File: src/rtl/opfl_pkg.sv
// ----------------------------------------------------------------------------
// opfl_pkg
// Shared constants, codes and types for the object pool free-list allocator.
// ----------------------------------------------------------------------------
package opfl_pkg;

  // Pool geometry
  localparam int SLOTS  = 16;
  localparam int SLOT_W = (SLOTS > 1) ? $clog2(SLOTS) : 1;  // slot index width
  localparam int PTR_W  = $clog2(SLOTS + 1);                // index or null
  localparam logic [PTR_W-1:0] NIL = PTR_W'(SLOTS);

  // Fixed field widths
  localparam int GSLOT_W = 4;
  localparam int RECL_W  = 5;
  localparam int CFG_W   = 10;
  localparam int CIDX_W  = 2;

  // Item kinds
  localparam logic [1:0] KIND_SPAWN  = 2'd0;
  localparam logic [1:0] KIND_REPORT = 2'd1;
  localparam logic [1:0] KIND_SWEEP  = 2'd2;

  // Configuration register indexes
  localparam logic [CIDX_W-1:0] REG_OBJ_W   = 2'd0;
  localparam logic [CIDX_W-1:0] REG_OBJ_H   = 2'd1;
  localparam logic [CIDX_W-1:0] REG_FIELD_H = 2'd2;
  localparam logic [CIDX_W-1:0] REG_VIEW_W  = 2'd3;

  // Configuration reset values
  localparam logic [7:0] RST_OBJ_W   = 8'd16;
  localparam logic [7:0] RST_OBJ_H   = 8'd16;
  localparam logic [9:0] RST_FIELD_H = 10'd200;
  localparam logic [9:0] RST_VIEW_W  = 10'd320;

  typedef enum logic [1:0] {
    ST_IDLE,
    ST_EXEC,
    ST_SWEEP,
    ST_FINISH
  } opfl_state_t;

  // Controller -> datapath
  typedef struct packed {
    logic load_in;     // capture the input item
    logic op_exec;     // run spawn / report / no-op and load the result
    logic sweep_init;  // start a walk of the active list
    logic sweep_step;  // process one active-list node
    logic sweep_out;   // load the sweep result
  } opfl_cmd_t;

  // Datapath -> controller
  typedef struct packed {
    logic is_sweep;    // captured item is a sweep
    logic cur_nil;     // sweep walk reached the end of the list
  } opfl_sts_t;

endpackage

File: src/rtl/opfl_dp.sv
// ----------------------------------------------------------------------------
// opfl_dp
// Datapath: link table, liveness flags, list heads, cull compare, config and
// result registers.
// ----------------------------------------------------------------------------
module opfl_dp import opfl_pkg::*; (
  input  logic                clk,
  input  logic                rst,
  input  opfl_cmd_t           cmd,
  output opfl_sts_t           sts,
  input  logic [1:0]          kind,
  input  logic [3:0]          slot,
  input  logic signed [31:0]  x_pos,
  input  logic signed [31:0]  y_pos,
  input  logic [14:0]         view_left,
  input  logic                cfg_we,
  input  logic [CIDX_W-1:0]   cfg_index,
  input  logic [CFG_W-1:0]    cfg_data,
  output logic [GSLOT_W-1:0]  granted_slot,
  output logic                granted,
  output logic                visible,
  output logic                retired,
  output logic [RECL_W-1:0]   reclaimed
);

  // captured item
  logic [1:0]         kind_q;
  logic [3:0]         slot_q;
  logic [31:0]        x_q;
  logic [15:0]        y_q;
  logic [14:0]        left_q;

  // config
  logic [7:0]         obj_w;
  logic [7:0]         obj_h;
  logic [9:0]         field_h;
  logic [9:0]         view_w;

  // pool state
  logic [PTR_W-1:0]   link_next [SLOTS];
  logic [SLOTS-1:0]   alive;
  logic [SLOTS-1:0]   seen_once;
  logic [PTR_W-1:0]   free_head;
  logic [PTR_W-1:0]   active_head;

  // sweep walk
  logic [PTR_W-1:0]   cur;
  logic [PTR_W-1:0]   prev;
  logic [PTR_W-1:0]   count;

  logic [SLOT_W-1:0]  fh_idx;
  logic [SLOT_W-1:0]  cur_idx;
  logic [SLOT_W-1:0]  prev_idx;
  logic [SLOT_W-1:0]  rpt_idx;
  logic [PTR_W-1:0]   nxt;
  logic               pool_empty;
  logic               rpt_ok;
  logic               outside;

  logic signed [17:0] xi;
  logic signed [17:0] yi;
  logic signed [17:0] lim_top;
  logic signed [17:0] lim_bot;
  logic signed [17:0] lim_lo;
  logic signed [17:0] lim_hi;

  assign fh_idx     = free_head[SLOT_W-1:0];
  assign cur_idx    = cur[SLOT_W-1:0];
  assign prev_idx   = prev[SLOT_W-1:0];
  assign rpt_idx    = SLOT_W'(slot_q);
  assign nxt        = link_next[cur_idx];
  assign pool_empty = (free_head == NIL);
  assign rpt_ok     = (32'(slot_q) < 32'(SLOTS)) && alive[rpt_idx];

  // Bounds are whole pixels, so compare integer parts; the right edge also
  // needs the fraction (strictly greater than the edge).
  assign xi      = 18'(signed'(x_q[31:16]));
  assign yi      = 18'(signed'(y_q));
  assign lim_top = -$signed({10'd0, obj_h});
  assign lim_bot = $signed({8'd0, field_h});
  assign lim_lo  = $signed({3'd0, left_q}) - $signed({10'd0, obj_w});
  assign lim_hi  = $signed({3'd0, left_q}) + $signed({8'd0, view_w});
  assign outside = (yi < lim_top) || (yi >= lim_bot) || (xi < lim_lo) ||
                   (xi > lim_hi) || ((xi == lim_hi) && (x_q[15:0] != 16'd0));

  assign sts.is_sweep = (kind_q == KIND_SWEEP);
  assign sts.cur_nil  = (cur == NIL);

  always_ff @(posedge clk) begin
    if (cmd.load_in) begin
      kind_q <= kind;
      slot_q <= slot;
      x_q    <= x_pos;
      y_q    <= y_pos[31:16];
      left_q <= view_left;
    end
  end

  always_ff @(posedge clk) begin
    if (rst) begin
      obj_w   <= RST_OBJ_W;
      obj_h   <= RST_OBJ_H;
      field_h <= RST_FIELD_H;
      view_w  <= RST_VIEW_W;
    end else if (cfg_we) begin
      unique case (cfg_index)
        REG_OBJ_W:   obj_w   <= cfg_data[7:0];
        REG_OBJ_H:   obj_h   <= cfg_data[7:0];
        REG_FIELD_H: field_h <= cfg_data;
        REG_VIEW_W:  view_w  <= cfg_data;
        default:     ;
      endcase
    end
  end

  // Pool lists and flags
  always_ff @(posedge clk) begin
    if (rst) begin
      for (int i = 0; i < SLOTS; i++) begin
        link_next[i] <= PTR_W'(i + 1);
      end
      alive       <= '0;
      seen_once   <= '0;
      free_head   <= '0;
      active_head <= NIL;
    end else if (cmd.op_exec) begin
      if (kind_q == KIND_SPAWN && !pool_empty) begin
        free_head         <= link_next[fh_idx];
        link_next[fh_idx] <= active_head;
        active_head       <= free_head;
        alive[fh_idx]     <= 1'b1;
        seen_once[fh_idx] <= 1'b0;
      end else if (kind_q == KIND_REPORT && rpt_ok) begin
        if (outside) begin
          if (seen_once[rpt_idx]) alive[rpt_idx] <= 1'b0;
        end else begin
          seen_once[rpt_idx] <= 1'b1;
        end
      end
    end else if (cmd.sweep_step && !alive[cur_idx]) begin
      // unlink dead node and push it on the free head
      if (prev != NIL) link_next[prev_idx] <= nxt;
      else             active_head         <= nxt;
      link_next[cur_idx] <= free_head;
      free_head          <= cur;
    end
  end

  // Sweep walk registers
  always_ff @(posedge clk) begin
    if (cmd.sweep_init) begin
      cur   <= active_head;
      prev  <= NIL;
      count <= '0;
    end else if (cmd.sweep_step) begin
      cur <= nxt;
      if (alive[cur_idx]) prev  <= cur;
      else                count <= count + PTR_W'(1);
    end
  end

  // Result register
  always_ff @(posedge clk) begin
    if (cmd.op_exec) begin
      granted_slot <= '0;
      granted      <= 1'b0;
      visible      <= 1'b0;
      retired      <= 1'b0;
      reclaimed    <= '0;
      if (kind_q == KIND_SPAWN && !pool_empty) begin
        granted_slot <= GSLOT_W'(free_head);
        granted      <= 1'b1;
      end else if (kind_q == KIND_REPORT && rpt_ok) begin
        visible <= !outside;
        retired <= outside && seen_once[rpt_idx];
      end
    end else if (cmd.sweep_out) begin
      granted_slot <= '0;
      granted      <= 1'b0;
      visible      <= 1'b0;
      retired      <= 1'b0;
      reclaimed    <= RECL_W'(count);
    end
  end

endmodule

File: src/rtl/opfl_ctrl.sv
// ----------------------------------------------------------------------------
// opfl_ctrl
// Controller: sequences one item at a time and owns the handshake flags.
// ----------------------------------------------------------------------------
module opfl_ctrl import opfl_pkg::*; (
  input  logic      clk,
  input  logic      rst,
  input  logic      in_valid,
  output logic      in_ready,
  output logic      out_valid,
  input  logic      out_ready,
  input  opfl_sts_t sts,
  output opfl_cmd_t cmd
);

  opfl_state_t state;
  opfl_state_t state_next;
  logic        out_free;
  logic        out_load;
  logic        out_valid_next;

  assign out_free       = !out_valid || out_ready;
  assign out_load       = cmd.op_exec || cmd.sweep_out;
  assign out_valid_next = out_load || (out_valid && !out_ready);

  always_ff @(posedge clk) begin
    if (rst) begin
      state     <= ST_IDLE;
      out_valid <= 1'b0;
    end else begin
      state     <= state_next;
      out_valid <= out_valid_next;
    end
  end

  always_comb begin
    state_next = state;
    cmd        = '0;
    in_ready   = 1'b0;
    unique case (state)
      ST_IDLE: begin
        in_ready = 1'b1;
        if (in_valid) begin
          cmd.load_in = 1'b1;
          state_next  = ST_EXEC;
        end
      end
      ST_EXEC: begin
        priority if (sts.is_sweep) begin
          cmd.sweep_init = 1'b1;
          state_next     = ST_SWEEP;
        end else if (out_free) begin
          cmd.op_exec = 1'b1;
          state_next  = ST_IDLE;
        end else begin
          // output register still holds the previous result
          state_next = ST_EXEC;
        end
      end
      ST_SWEEP: begin
        if (sts.cur_nil) state_next = ST_FINISH;
        else             cmd.sweep_step = 1'b1;
      end
      ST_FINISH: begin
        if (out_free) begin
          cmd.sweep_out = 1'b1;
          state_next    = ST_IDLE;
        end
      end
      default: state_next = ST_IDLE;
    endcase
  end

endmodule

File: src/rtl/object_pool_free_list_allocator_top.sv
// ----------------------------------------------------------------------------
// object_pool_free_list_allocator_top
// Fixed pool of object slots on index-linked free and active lists, with
// spawn, position-report culling and dead-slot sweep.
// ----------------------------------------------------------------------------
//  channel  | handshake            | payload
//  ---------+----------------------+--------------------------------------
//  in       | in_valid / in_ready  | kind, slot, x_pos, y_pos, view_left
//  out      | out_valid/ out_ready | granted_slot, granted, visible,
//           |                      | retired, reclaimed
//  cfg      | cfg_we (no wait)     | cfg_index, cfg_data
//
// Spawn, report and unused kinds: captured in the idle state, then executed in
// the exec state, which loads the result register and sets out_valid.
// Sweep: captured in the idle state, walk started in the exec state, then
// the sweep state walks the active list, one node per cycle through the single
// link-table read port of the walk, and the finish state loads the result.
// in_ready is high in the idle state, also while a result still waits on out.
// A stalled out holds the result; a finished item waits until out frees up.
// Synchronous reset puts the pool in its initial chain.
// ----------------------------------------------------------------------------
module object_pool_free_list_allocator_top import opfl_pkg::*; (
  input  logic                clk,
  input  logic                rst,
  input  logic                in_valid,
  output logic                in_ready,
  input  logic [1:0]          kind,
  input  logic [3:0]          slot,
  input  logic signed [31:0]  x_pos,
  input  logic signed [31:0]  y_pos,
  input  logic [14:0]         view_left,
  output logic                out_valid,
  input  logic                out_ready,
  output logic [GSLOT_W-1:0]  granted_slot,
  output logic                granted,
  output logic                visible,
  output logic                retired,
  output logic [RECL_W-1:0]   reclaimed,
  input  logic                cfg_we,
  input  logic [CIDX_W-1:0]   cfg_index,
  input  logic [CFG_W-1:0]    cfg_data
);

  opfl_cmd_t cmd;  // controller commands
  opfl_sts_t sts;  // datapath status

  opfl_ctrl u_ctrl (
    .clk       (clk),
    .rst       (rst),
    .in_valid  (in_valid),
    .in_ready  (in_ready),
    .out_valid (out_valid),
    .out_ready (out_ready),
    .sts       (sts),
    .cmd       (cmd)
  );

  opfl_dp u_dp (
    .clk          (clk),
    .rst          (rst),
    .cmd          (cmd),
    .sts          (sts),
    .kind         (kind),
    .slot         (slot),
    .x_pos        (x_pos),
    .y_pos        (y_pos),
    .view_left    (view_left),
    .cfg_we       (cfg_we),
    .cfg_index    (cfg_index),
    .cfg_data     (cfg_data),
    .granted_slot (granted_slot),
    .granted      (granted),
    .visible      (visible),
    .retired      (retired),
    .reclaimed    (reclaimed)
  );

endmodule

File: config.mk
export PLATFORM = sky130hd
export DESIGN_NAME = object_pool_free_list_allocator_top
export DESIGN_NICKNAME = d
export VERILOG_FILES = /design/src/rtl/opfl_pkg.sv /design/src/rtl/opfl_dp.sv /design/src/rtl/opfl_ctrl.sv /design/src/rtl/object_pool_free_list_allocator_top.sv
export SDC_FILE = /design/constraint.sdc
export NUM_CORES = 1
export LEC_CHECK = 0
export BUFFER_PORTS_ARGS = -buffer_cell sky130_fd_sc_hd__buf_4
export CAP_MARGIN = 10
export CORE_ASPECT_RATIO = 2
export CORE_MARGIN = 3
export CORE_UTILIZATION = 49
export CTS_CLUSTER_DIAMETER = 30
export DETAILED_ROUTE_END_ITERATION = 8
export PLACE_DENSITY_LB_ADDON = 0.15
export SETUP_SLACK_MARGIN = 0.3
export SLEW_MARGIN = 25
export SYNTH_ARGS = -nofsm -noshare
export SYNTH_HDL_FRONTEND = slang
export SYNTH_SLANG_ARGS = --single-unit
File: constraint.sdc
create_clock -name clk -period 5.05 [get_ports clk]
set_input_delay 0.7575 -clock clk [delete_from_list [all_inputs] [get_ports clk]]
set_output_delay 0.7575 -clock clk [all_outputs]
set_load 0.01 [all_outputs]
### Word-level counts from Yosys, hierarchy flattened

Memories as Yosys holds them, arrays and structs flattened. A register that Yosys moved wholly into a read port is not among the register bits.
Index checks and enable logic that the tools add are counted.

| operators by class | value |
|---|---|
| $add $sub $neg | 4 |
| bitwise logic cells | 7 |
| multipliers | 0 |
| divide/modulo/power cells | 0 |
| mux-type cells | 80 |
| shift-type cells | 0 |
| eq/ne operators | 18 |
| reductions and logical operators | 44 |
| order comparisons | 9 |

Operators by type and width:

| operator | number |
|---|---|
| 16-bit two-way mux | 7 |
| 5-bit two-way mux | 12 |
| 1-bit two-way mux | 41 |
| 4-bit two-way mux | 9 |
| 16-bit AND | 2 |
| 16-bit inverter | 2 |
| 16-bit OR | 2 |
| 16-bit by 18-bit less-than comparator with 1-bit output | 1 |
| 8-bit negator with 18-bit output | 1 |
| 16-bit by 17-bit == test with 1-bit output | 1 |
| 16-bit by 17-bit > comparator with 1-bit output | 1 |
| 15-bit by 10-bit adder with 16-bit output | 1 |
| 16-bit by 11-bit greater-or-equal comparator with 1-bit output | 1 |
| 16-bit less-than comparator | 1 |
| 16-bit nonzero test | 1 |
| 15-bit by 8-bit subtractor with 16-bit output | 1 |
| 4-bit by 5-bit less-than comparator with 1-bit output, second input constant | 3 |
| 5-bit OR reduction | 3 |
| 2-bit AND reduction | 7 |
| 1-bit binary-select mux with 4-bit select | 3 |
| 2-bit nonzero test | 6 |
| 2-bit == test, second input constant | 5 |
| 5-bit == test, second input constant | 2 |
| 2-bit two-way mux | 5 |
| other kinds (15) | 44 |

| word-level totals | value |
|---|---|
| word-level logic and storage cells | 186 |
| output and inout port bits | 14 |
| bits in read-only memories | 0 |
| memory bits (writable) | 80 |
| memories kept | 1 |
| bits in latches | 0 |
| bits in registers | 177 |
| input port bits | 102 |

Memory list:

| name | depth | bits a word | read ports | clocked after memory_dff | write ports | RTL line | text |
|---|---|---|---|---|---|---|---|
| u_dp.link_next | 16 | 5 | 2 | 2 | 16 | opfl_dp.sv:40 | `logic [PTR_W-1:0] link_next [SLOTS];` |

### Depth between registers and ports, before layout

Gate-level depths: netlist of run 1.

| depth | value |
|---|---|
| depth after elaboration | 11 |
| depth in mapped cells | 22 |
| gate-level depth less buffers | 21 |

### Hierarchy

From an unflattened synthesis of run 1, not the netlist that was laid out.

| second synthesis, totals | value |
|---|---|
| cell total of the unflattened synthesis | 1379 |
| area total of the unflattened synthesis | 15004.4 µm² |

By module, submodules not included:

| module | cells each | sequential area each (µm²) | instances | area an instance (µm²) |
|---|---|---|---|---|
| opfl_dp | 1359 | 6856.6 | 1 | 14825.5 |
| opfl_ctrl | 20 | 60.1 | 1 | 178.9 |

### Worst setup path before layout of run 1

Ideal clock, no wire load.

| path | value |
|---|---|
| kind | reg-to-reg |
| start point | register u_dp.left_q[0] |
| end point | register u_dp.alive[13] |
| setup time | 0.079 ns |
| arrival | 4.326 ns |
| slack | 0.644 ns |
| cell stages (with the launch flop) | 21 |
| path buffers | 1 |
| cells stage by stage | edfxtp_1 > ha_1 > fa_1 > a21o_1 > a21oi_1 > o21bai_1 > a21oi_1 > o21ai_0 > a21o_1 > a21oi_1 > xor2_1 > ha_1 > nand4_1 > or4_1 > nor2_1 > nor2_1 > a21o_1 > o31ai_1 > clkbuf_1 > o31ai_1 > a22oi_1 |

| between the ends | value |
|---|---|
| word-level cells in the longest chain between the ends | 7 |

Ends and longest elaborated chain:

| what | RTL line | text |
|---|---|---|
| start, declared | opfl_dp.sv:31 | `logic [14:0] left_q;` |
| start signal, assigned | opfl_dp.sv:95 | `left_q <= view_left;` |
| 15-bit by 8-bit subtractor with 16-bit output | opfl_dp.sv:81 | `assign lim_lo = $signed({3'd0, left_q}) - $signed({10'd0, obj_w});` |
| 16-bit less-than comparator | opfl_dp.sv:83 | `assign outside = (yi < lim_top) \|\| (yi >= lim_bot) \|\| (xi < lim_lo) \|\|` |
| 1-bit logical OR (2 in a row) | opfl_dp.sv:83 |  |
| 1-bit logical OR (*) | opfl_dp.sv:84 | `(xi > lim_hi) \|\| ((xi == lim_hi) && (x_q[15:0] != 16'd0));` |
| 2-bit nonzero test (no line) (*) | -- |  |
| 4-bit AND reduction (no line) (*) | -- |  |
| end signal, assigned | opfl_dp.sv:122 | `alive <= '0;` |
| end signal, assigned by index | opfl_dp.sv:131 | `alive[fh_idx] <= 1'b1;` |
| end signal, assigned by index | opfl_dp.sv:135 | `if (seen_once[rpt_idx]) alive[rpt_idx] <= 1'b0;` |
| end, declared | opfl_dp.sv:41 | `logic [SLOTS-1:0] alive;` |

Mark *: on every way between the ends. The rest lies on a longest branch, timed or not.
A chain may end at the register's enable or synchronous reset.

### Final worst setup path of run 1

| path | value |
|---|---|
| start point | register u_dp.left_q[1] |
| end point | register u_dp.alive[10] |

Same word-level chain as after synthesis.

==> metrics, run 1 <==
outcome=finished clean; row count=89; layout cells sized above 1=0.206; critical path class=reg2reg; cell count after synthesis=1391; yosys warns=0; routability cong.=0.948; crit path time final=4.54 ns; Synth area leader=edfxtp_1; reg2reg path depth=20; max-cap viol count=0; Cell Area, Synth=0.0147 mm²; asr flop ratio synth=0; drc violations=0; cell depth of the worst hold path=1; number of enable flip-flop cells after synthesis=161; count leader, synth=edfxtp_1; clk buf depth=3; Core ar.=0.0296 mm²; Yosys cell types=71; die area=0.0323 mm²; Final #Nets=1676; Final period util=0.898; min-delay worst type=in2reg; worst slew pin tran=0.955 ns; Max Clock Freq=0.220 GHz; register area share after synthesis=0.469; Via density=6.24; Syn Nets=1575; initial core utilization=0.498; Worst Setup End Kind=flop; remaining global-route overflow=0; max_slew headroom=0.363; Worst Skew=0.0259 ns; DPL Wire Length=34.2 mm; final wirelength=45.6 mm; Port Buf Inserts=99; vias post-DR=11800; Power Density=346 mW/mm²; Die Width=129 µm; H-tree depth=2; I/O Pins=116; Worst VDD drop=238 µV; initial antenna violation count=0; TritonCTS Buffers=39; Final TNS setup=0 ns; Initial DRT Pass Iterations=7; largest net degree at the start of global routing=70; synthesized area per cell=10.6 µm²; CTS tree=done; startpoint types=flop; CP arrival=4.97 ns; Iteration-0 DRC Markers=730; ant diodes=0; GRT Overall Usage=0.279; unrepaired setup endpoints after global routing=true; CTS Sinks=265; Root Driver=clkbuf_16; CP required=5.48 ns; Clock Latency Late Sink=0.54 ns; Synth Flop Type=edfxtp_1; fin. max-slew vios=0; WL/cell=24.2 µm; Leakage=6.44 nW; top cells by area, synth=edfxtp_1 (33%), dfxtp_1 (14%), mux4_2 (9.9%); FF+latch count, synth=265; Post-CTS Hold Buffers=0; Final Total Pwr=0.00598 W; Area growth syn-to-layout=17.3%; remaining antenna violation count=0; crit-path max FO=7; via count of the first global-routing pass=12000; top-area cell type share of the netlist area=0.328; Commonest cells post-synth=edfxtp_1 (161), nand2_1 (159), nor2_1 (146), dfxtp_1 (104), a21oi_1 (85); final hold violation count=0; first-pass GRT wire length=68.1 mm; clock slew seen by the registers of the worst setup and hold paths=0.07 ns; die height=251 µm; setup violators final=0; hold slack=0.392 ns
==> flip-flops by register name (all words and copies together), names as in the netlist, 2 cells and up, named ones only <==
| signal | flops |
|---|---|
| u_dp.active_head | 5 |
| u_dp.alive | 16 |
| u_dp.count | 5 |
| u_dp.cur | 5 |
| u_dp.field_h | 10 |
| u_dp.free_head | 5 |
| u_dp.granted_slot | 4 |
| u_dp.kind_q | 2 |
| u_dp.left_q | 15 |
| u_dp.link_next | 80 |
| u_dp.obj_h | 8 |
| u_dp.obj_w | 8 |
| u_dp.prev | 5 |
| u_dp.reclaimed | 5 |
| u_dp.rpt_idx | 4 |
| u_dp.seen_once | 16 |
| u_dp.view_w | 10 |
| u_dp.x_q | 32 |
| u_dp.y_q | 16 |
==> repair_timing <==
| item | CTS | global route |
|---|---|---|
| setup buffers | 2 | 6 |
| resized for setup | 3 | 21 |
| hold endpoints to repair | 0 | 0 |
| setup endpoints to repair | 25 | 34 |
| pin swaps | 0 | 4 |
==> placed cells by master (no fill, tap or decap), types with 5 or more instances in the layout <==
cell,count
nor3b_1,10
xnor2_1,14
a21oi_1,78
nand2_1,159
inv_1,51
mux2i_1,26
a211oi_1,9
a311oi_1,14
or3_1,13
o21ai_0,46
clkbuf_16,41
inv_6,6
edfxtp_1,161
and3_1,10
mux4_2,65
o211ai_1,9
nor2b_1,13
clkbuf_1,6
nor2_1,145
buf_4,142
nand3_1,44
dfxtp_1,100
ha_1,80
nand2b_1,16
nor3_1,16
xor2_1,15
and2_1,5
or4_1,9
o21a_1,8
nand4_1,13
mux2_2,13
a21o_1,11
a31oi_1,33
nor4_1,11
o31ai_1,35
inv_8,5
a21oi_2,7
==> cells by family (layout without fill, tap and decap cells) <==
logic type,after synthesis,after routing,share of synthesized area
xor+xnor,29,29,0.0172
buf+inv,134,265,0.0355
simple gates,488,488,0.155
fa+ha+maj,82,82,0.0706
mux,104,104,0.127
flops,265,265,0.469
compound gates,289,289,0.126
==> layer usage <==
layer	wire [µm]	share of wire	vias up	track usage
li1	-	-	5456	-
met1	14100	0.31	5693	0.256
met2	25300	0.55	429	0.530
met3	1880	0.041	189	0.0374
met4	4350	0.095	0	0.219
met5	0	0	-	0
==> power by group <==
group	switching [W]	internal, W	total, W
clock network	0.00109	0.00153	0.00261
registers	0.000135	0.00241	0.00255
logic	0.000465	0.000353	0.000818
==> through the flow <==
step                       util  instances  setup WS, ns  area [µm²]
final                     0.584       1886         0.513       17300
after global routing      0.584       1886         0.259       17300
after CTS                 0.579       1880         0.263       17200
after detailed placement  0.536       1807         0.232       15900
after global placement    0.536       1807         0.270       15900
after floorplan               -       1391         0.644       14700
==> worst paths after layout <==
kind | from | to | slack (ns)
worst min-delay path | view_left[1] | u_dp.left_q[1] | 0.39
worst max register to register | u_dp.left_q[1] | u_dp.alive[10] | 0.51
worst max-delay path | u_dp.left_q[1] | u_dp.alive[10] | 0.51
worst min register to register | u_dp.field_h[8] | u_dp.field_h[8] | 0.45
==> cell type report <==
class                      count  area, µm²
timing repair buffer         142       1070
clock buffer                  47       1050
inverter                      52        195
clock inverter                24        200
fill                        2495      12300
multi-input combinational    992       7410
tap                          364        455
sequential                   265       6920
==> critical path, stage by stage (launching register included) <==
cell	delay (ns)
edfxtp_1	0.40
ha_1	0.28
a21o_1	0.17
a21oi_2	0.17
nor2b_1	0.07
o21a_1	0.19
o311a_1	0.35
o31ai_4	0.24
a21boi_1	0.12
xnor2_1	0.14
ha_1	0.30
nand4_1	0.14
or4_4	0.59
nor2_2	0.12
nor2_1	0.05
a21o_1	0.20
o31ai_1	0.21
buf_4	0.20
nor3b_1	0.07
buf_4	0.19
a211oi_1	0.23
Power figures use the tool's default switching activity.
==> run 2, diff against run 1 <==
Settings changed: BUFFER_PORTS_ARGS -buffer_cell sky130_fd_sc_hd__buf_4 to default, DONT_BUFFER_PORTS from default to 1, PLACE_DENSITY from default to 0.68, PLACE_DENSITY_LB_ADDON 0.15 to default.
==> metrics, run 2 (same netlist as run 1, synthesis figures left out) <==
outcome=finished clean; Worst R2R Setup Slack=0.32 ns; initial antenna violation count=0; final wirelength=45.2 mm; most common cell after layout, fill and taps aside=edfxtp_1; clock slew seen by the registers of the worst setup and hold paths=0.07 ns; max-cap viol count=0; CTS Sinks=265; Worst VDD drop=235 µV; largest net degree at the start of global routing=82; Crit-path slowest cell=or4_4; Area growth syn-to-layout=11.8%; CP cell instances=ha_1 > a21o_1 > a21oi_2 > nor2b_1 > o21a_1 > o311a_1 > o31ai_2 > buf_4 > a21boi_2 > xnor2_1 > ha_1 > nand4b_1 > or4_4 > nor2_1 > nor2_1 > a21o_1 > o31ai_4 > buf_6 > nor3b_4 > buf_6 > a211oi_2; worst-case hold path end point=u_dp.rpt_idx[3]; reg2reg path depth=21; Root Driver=clkbuf_16; Final #Nets=1578; initial core utilization=0.498; Max Clock Freq=0.211 GHz; critical path class=reg2reg; largest reg by FF count=u_dp.link_next; crit path time final=4.73 ns; worst slew pin tran=1.05 ns; max_slew headroom=0.301; DPL Wire Length=33.5 mm; largest registers=u_dp.link_next (80), u_dp.x_q (32); clk buf depth=3; die height=251 µm; max FFs per register=80; Initial DRT Pass Iterations=5; layout cells sized above 1=0.154; fin. max-slew vios=0; most frequent cells in the layout=edfxtp_1 (161), nand2_1 (159), nor2_1 (146); dpl cell area=0.0152 mm²; row count=89; Worst Setup End Kind=flop; Port Buf Inserts=0; Die Width=129 µm; Final TNS setup=0 ns; startpoint types=flop; unrepaired setup endpoints after global routing=true; capturing point of the worst reg2reg path=u_dp.alive[14]; crit-path max FO=6; Leakage=5.89 nW; remaining antenna violation count=0; min-delay worst type=in2reg; first-pass GRT wire length=66.5 mm; Power Density=336 mW/mm²; Clock Latency Late Sink=0.59 ns; vias post-DR=11700; Hold Startpoint=slot[3]; TritonCTS Buffers=31; cell depth of the worst hold path=0; via count of the first global-routing pass=11800; final hold violation count=0; final instance area=0.0165 mm²; CP max stage delay=0.61 ns; Iteration-0 DRC Markers=843; Core ar.=0.0296 mm²; H-tree depth=1; Final period util=0.937; R2R Path Start=u_dp.left_q[1]; I/O Pins=116; routability cong.=0.956; Worst Skew=0.0281 ns; GRT Overall Usage=0.272; drc violations=0; setup violators final=0; die area=0.0323 mm²; remaining global-route overflow=0; WL/cell=25.3 µm; Post-CTS Hold Buffers=0; CP required=5.56 ns; CP arrival=5.24 ns; Via density=6.54; CTS tree=done
## run 2: cell types whose count changed in the layout (fill, tap and decap cells not counted), sizes merged
cell / delta
diode: +1
clkinvlp: +5
bufinv: +2
clkbuf: -13
buf: -90
clkinv: +1
inv: -8
## run 2: timing repair
action / CTS / global route
cloned: 0 / 1
pin swaps: 1 / 23
endpoints found under the hold margin: 0 / 0
resized for setup: 8 / 37
setup buffers: 3 / 6
endpoints found under the setup margin: 27 / 34
## run 2: routing by layer
metal | up-vias | track usage | part of all wire
li1 | 5233 | - | -
met1 | 5646 | 0.236 | 0.29
met2 | 574 | 0.514 | 0.55
met3 | 214 | 0.0440 | 0.061
met4 | 0 | 0.237 | 0.10
met5 | - | 0 | 0
## run 2: stage by stage
step / util / hold WS [ns] / worst slack, ns / cells / total power, W
after floorplan: - / 0.429 / 0.644 / 1391 / 0.00305
after global placement: 0.513 / 0.435 / 0.159 / 1715 / 0.00329
after detailed placement: 0.513 / 0.445 / 0.147 / 1715 / 0.00331
after CTS: 0.550 / 0.236 / 0.305 / 1776 / 0.00551
after global routing: 0.556 / 0.249 / 0.0765 / 1783 / 0.00571
final: 0.556 / 0.267 / 0.316 / 1784 / 0.00553
## run 2: how the worst max path moves through the flow
stage | from | to | slack [ns]
5_1_grt | u_dp.left_q[0] | u_dp.seen_once[3] | 0.08
3_5_place_dp | u_dp.left_q[1] | u_dp.alive[10] | 0.15
3_3_place_gp | u_dp.left_q[1] | u_dp.alive[6] | 0.16
2_1_floorplan | u_dp.left_q[0] | u_dp.alive[13] | 0.64
4_1_cts | u_dp.left_q[0] | u_dp.alive[1] | 0.30
6_report | u_dp.left_q[1] | u_dp.alive[14] | 0.32
## run 2: worst max-delay path: cells and delay by family, from the launching register on
family | cells | cell delay [ns]
AO/OA/AOI/OAI | 9 | 1.98
adder cells (fa/ha/maj) | 2 | 0.63
flip-flops | 1 | 0.43
buffers and inverters | 3 | 0.51
AND/OR/NAND/NOR | 6 | 0.98
XOR/XNOR | 1 | 0.13
## run 2: where the power goes
| part | total, W | internal, W | switching [W] |
|---|---|---|---|
| logic | 0.000778 | 0.000315 | 0.000463 |
| clock network | 0.00222 | 0.00125 | 0.000969 |
| registers | 0.00253 | 0.00241 | 0.000123 |
| total | 0.00553 | 0.00398 | 0.00156 |
## run 2: area by class of cell
cell class	instances	area [µm²]
inverters	52	195
multi-input cells	992	7480
repair buffers	52	403
clock buffers	34	787
clock inverters	24	234
fillers	2539	13100
diodes	1	2.50
flip-flops and latches	265	6920
well taps	364	455
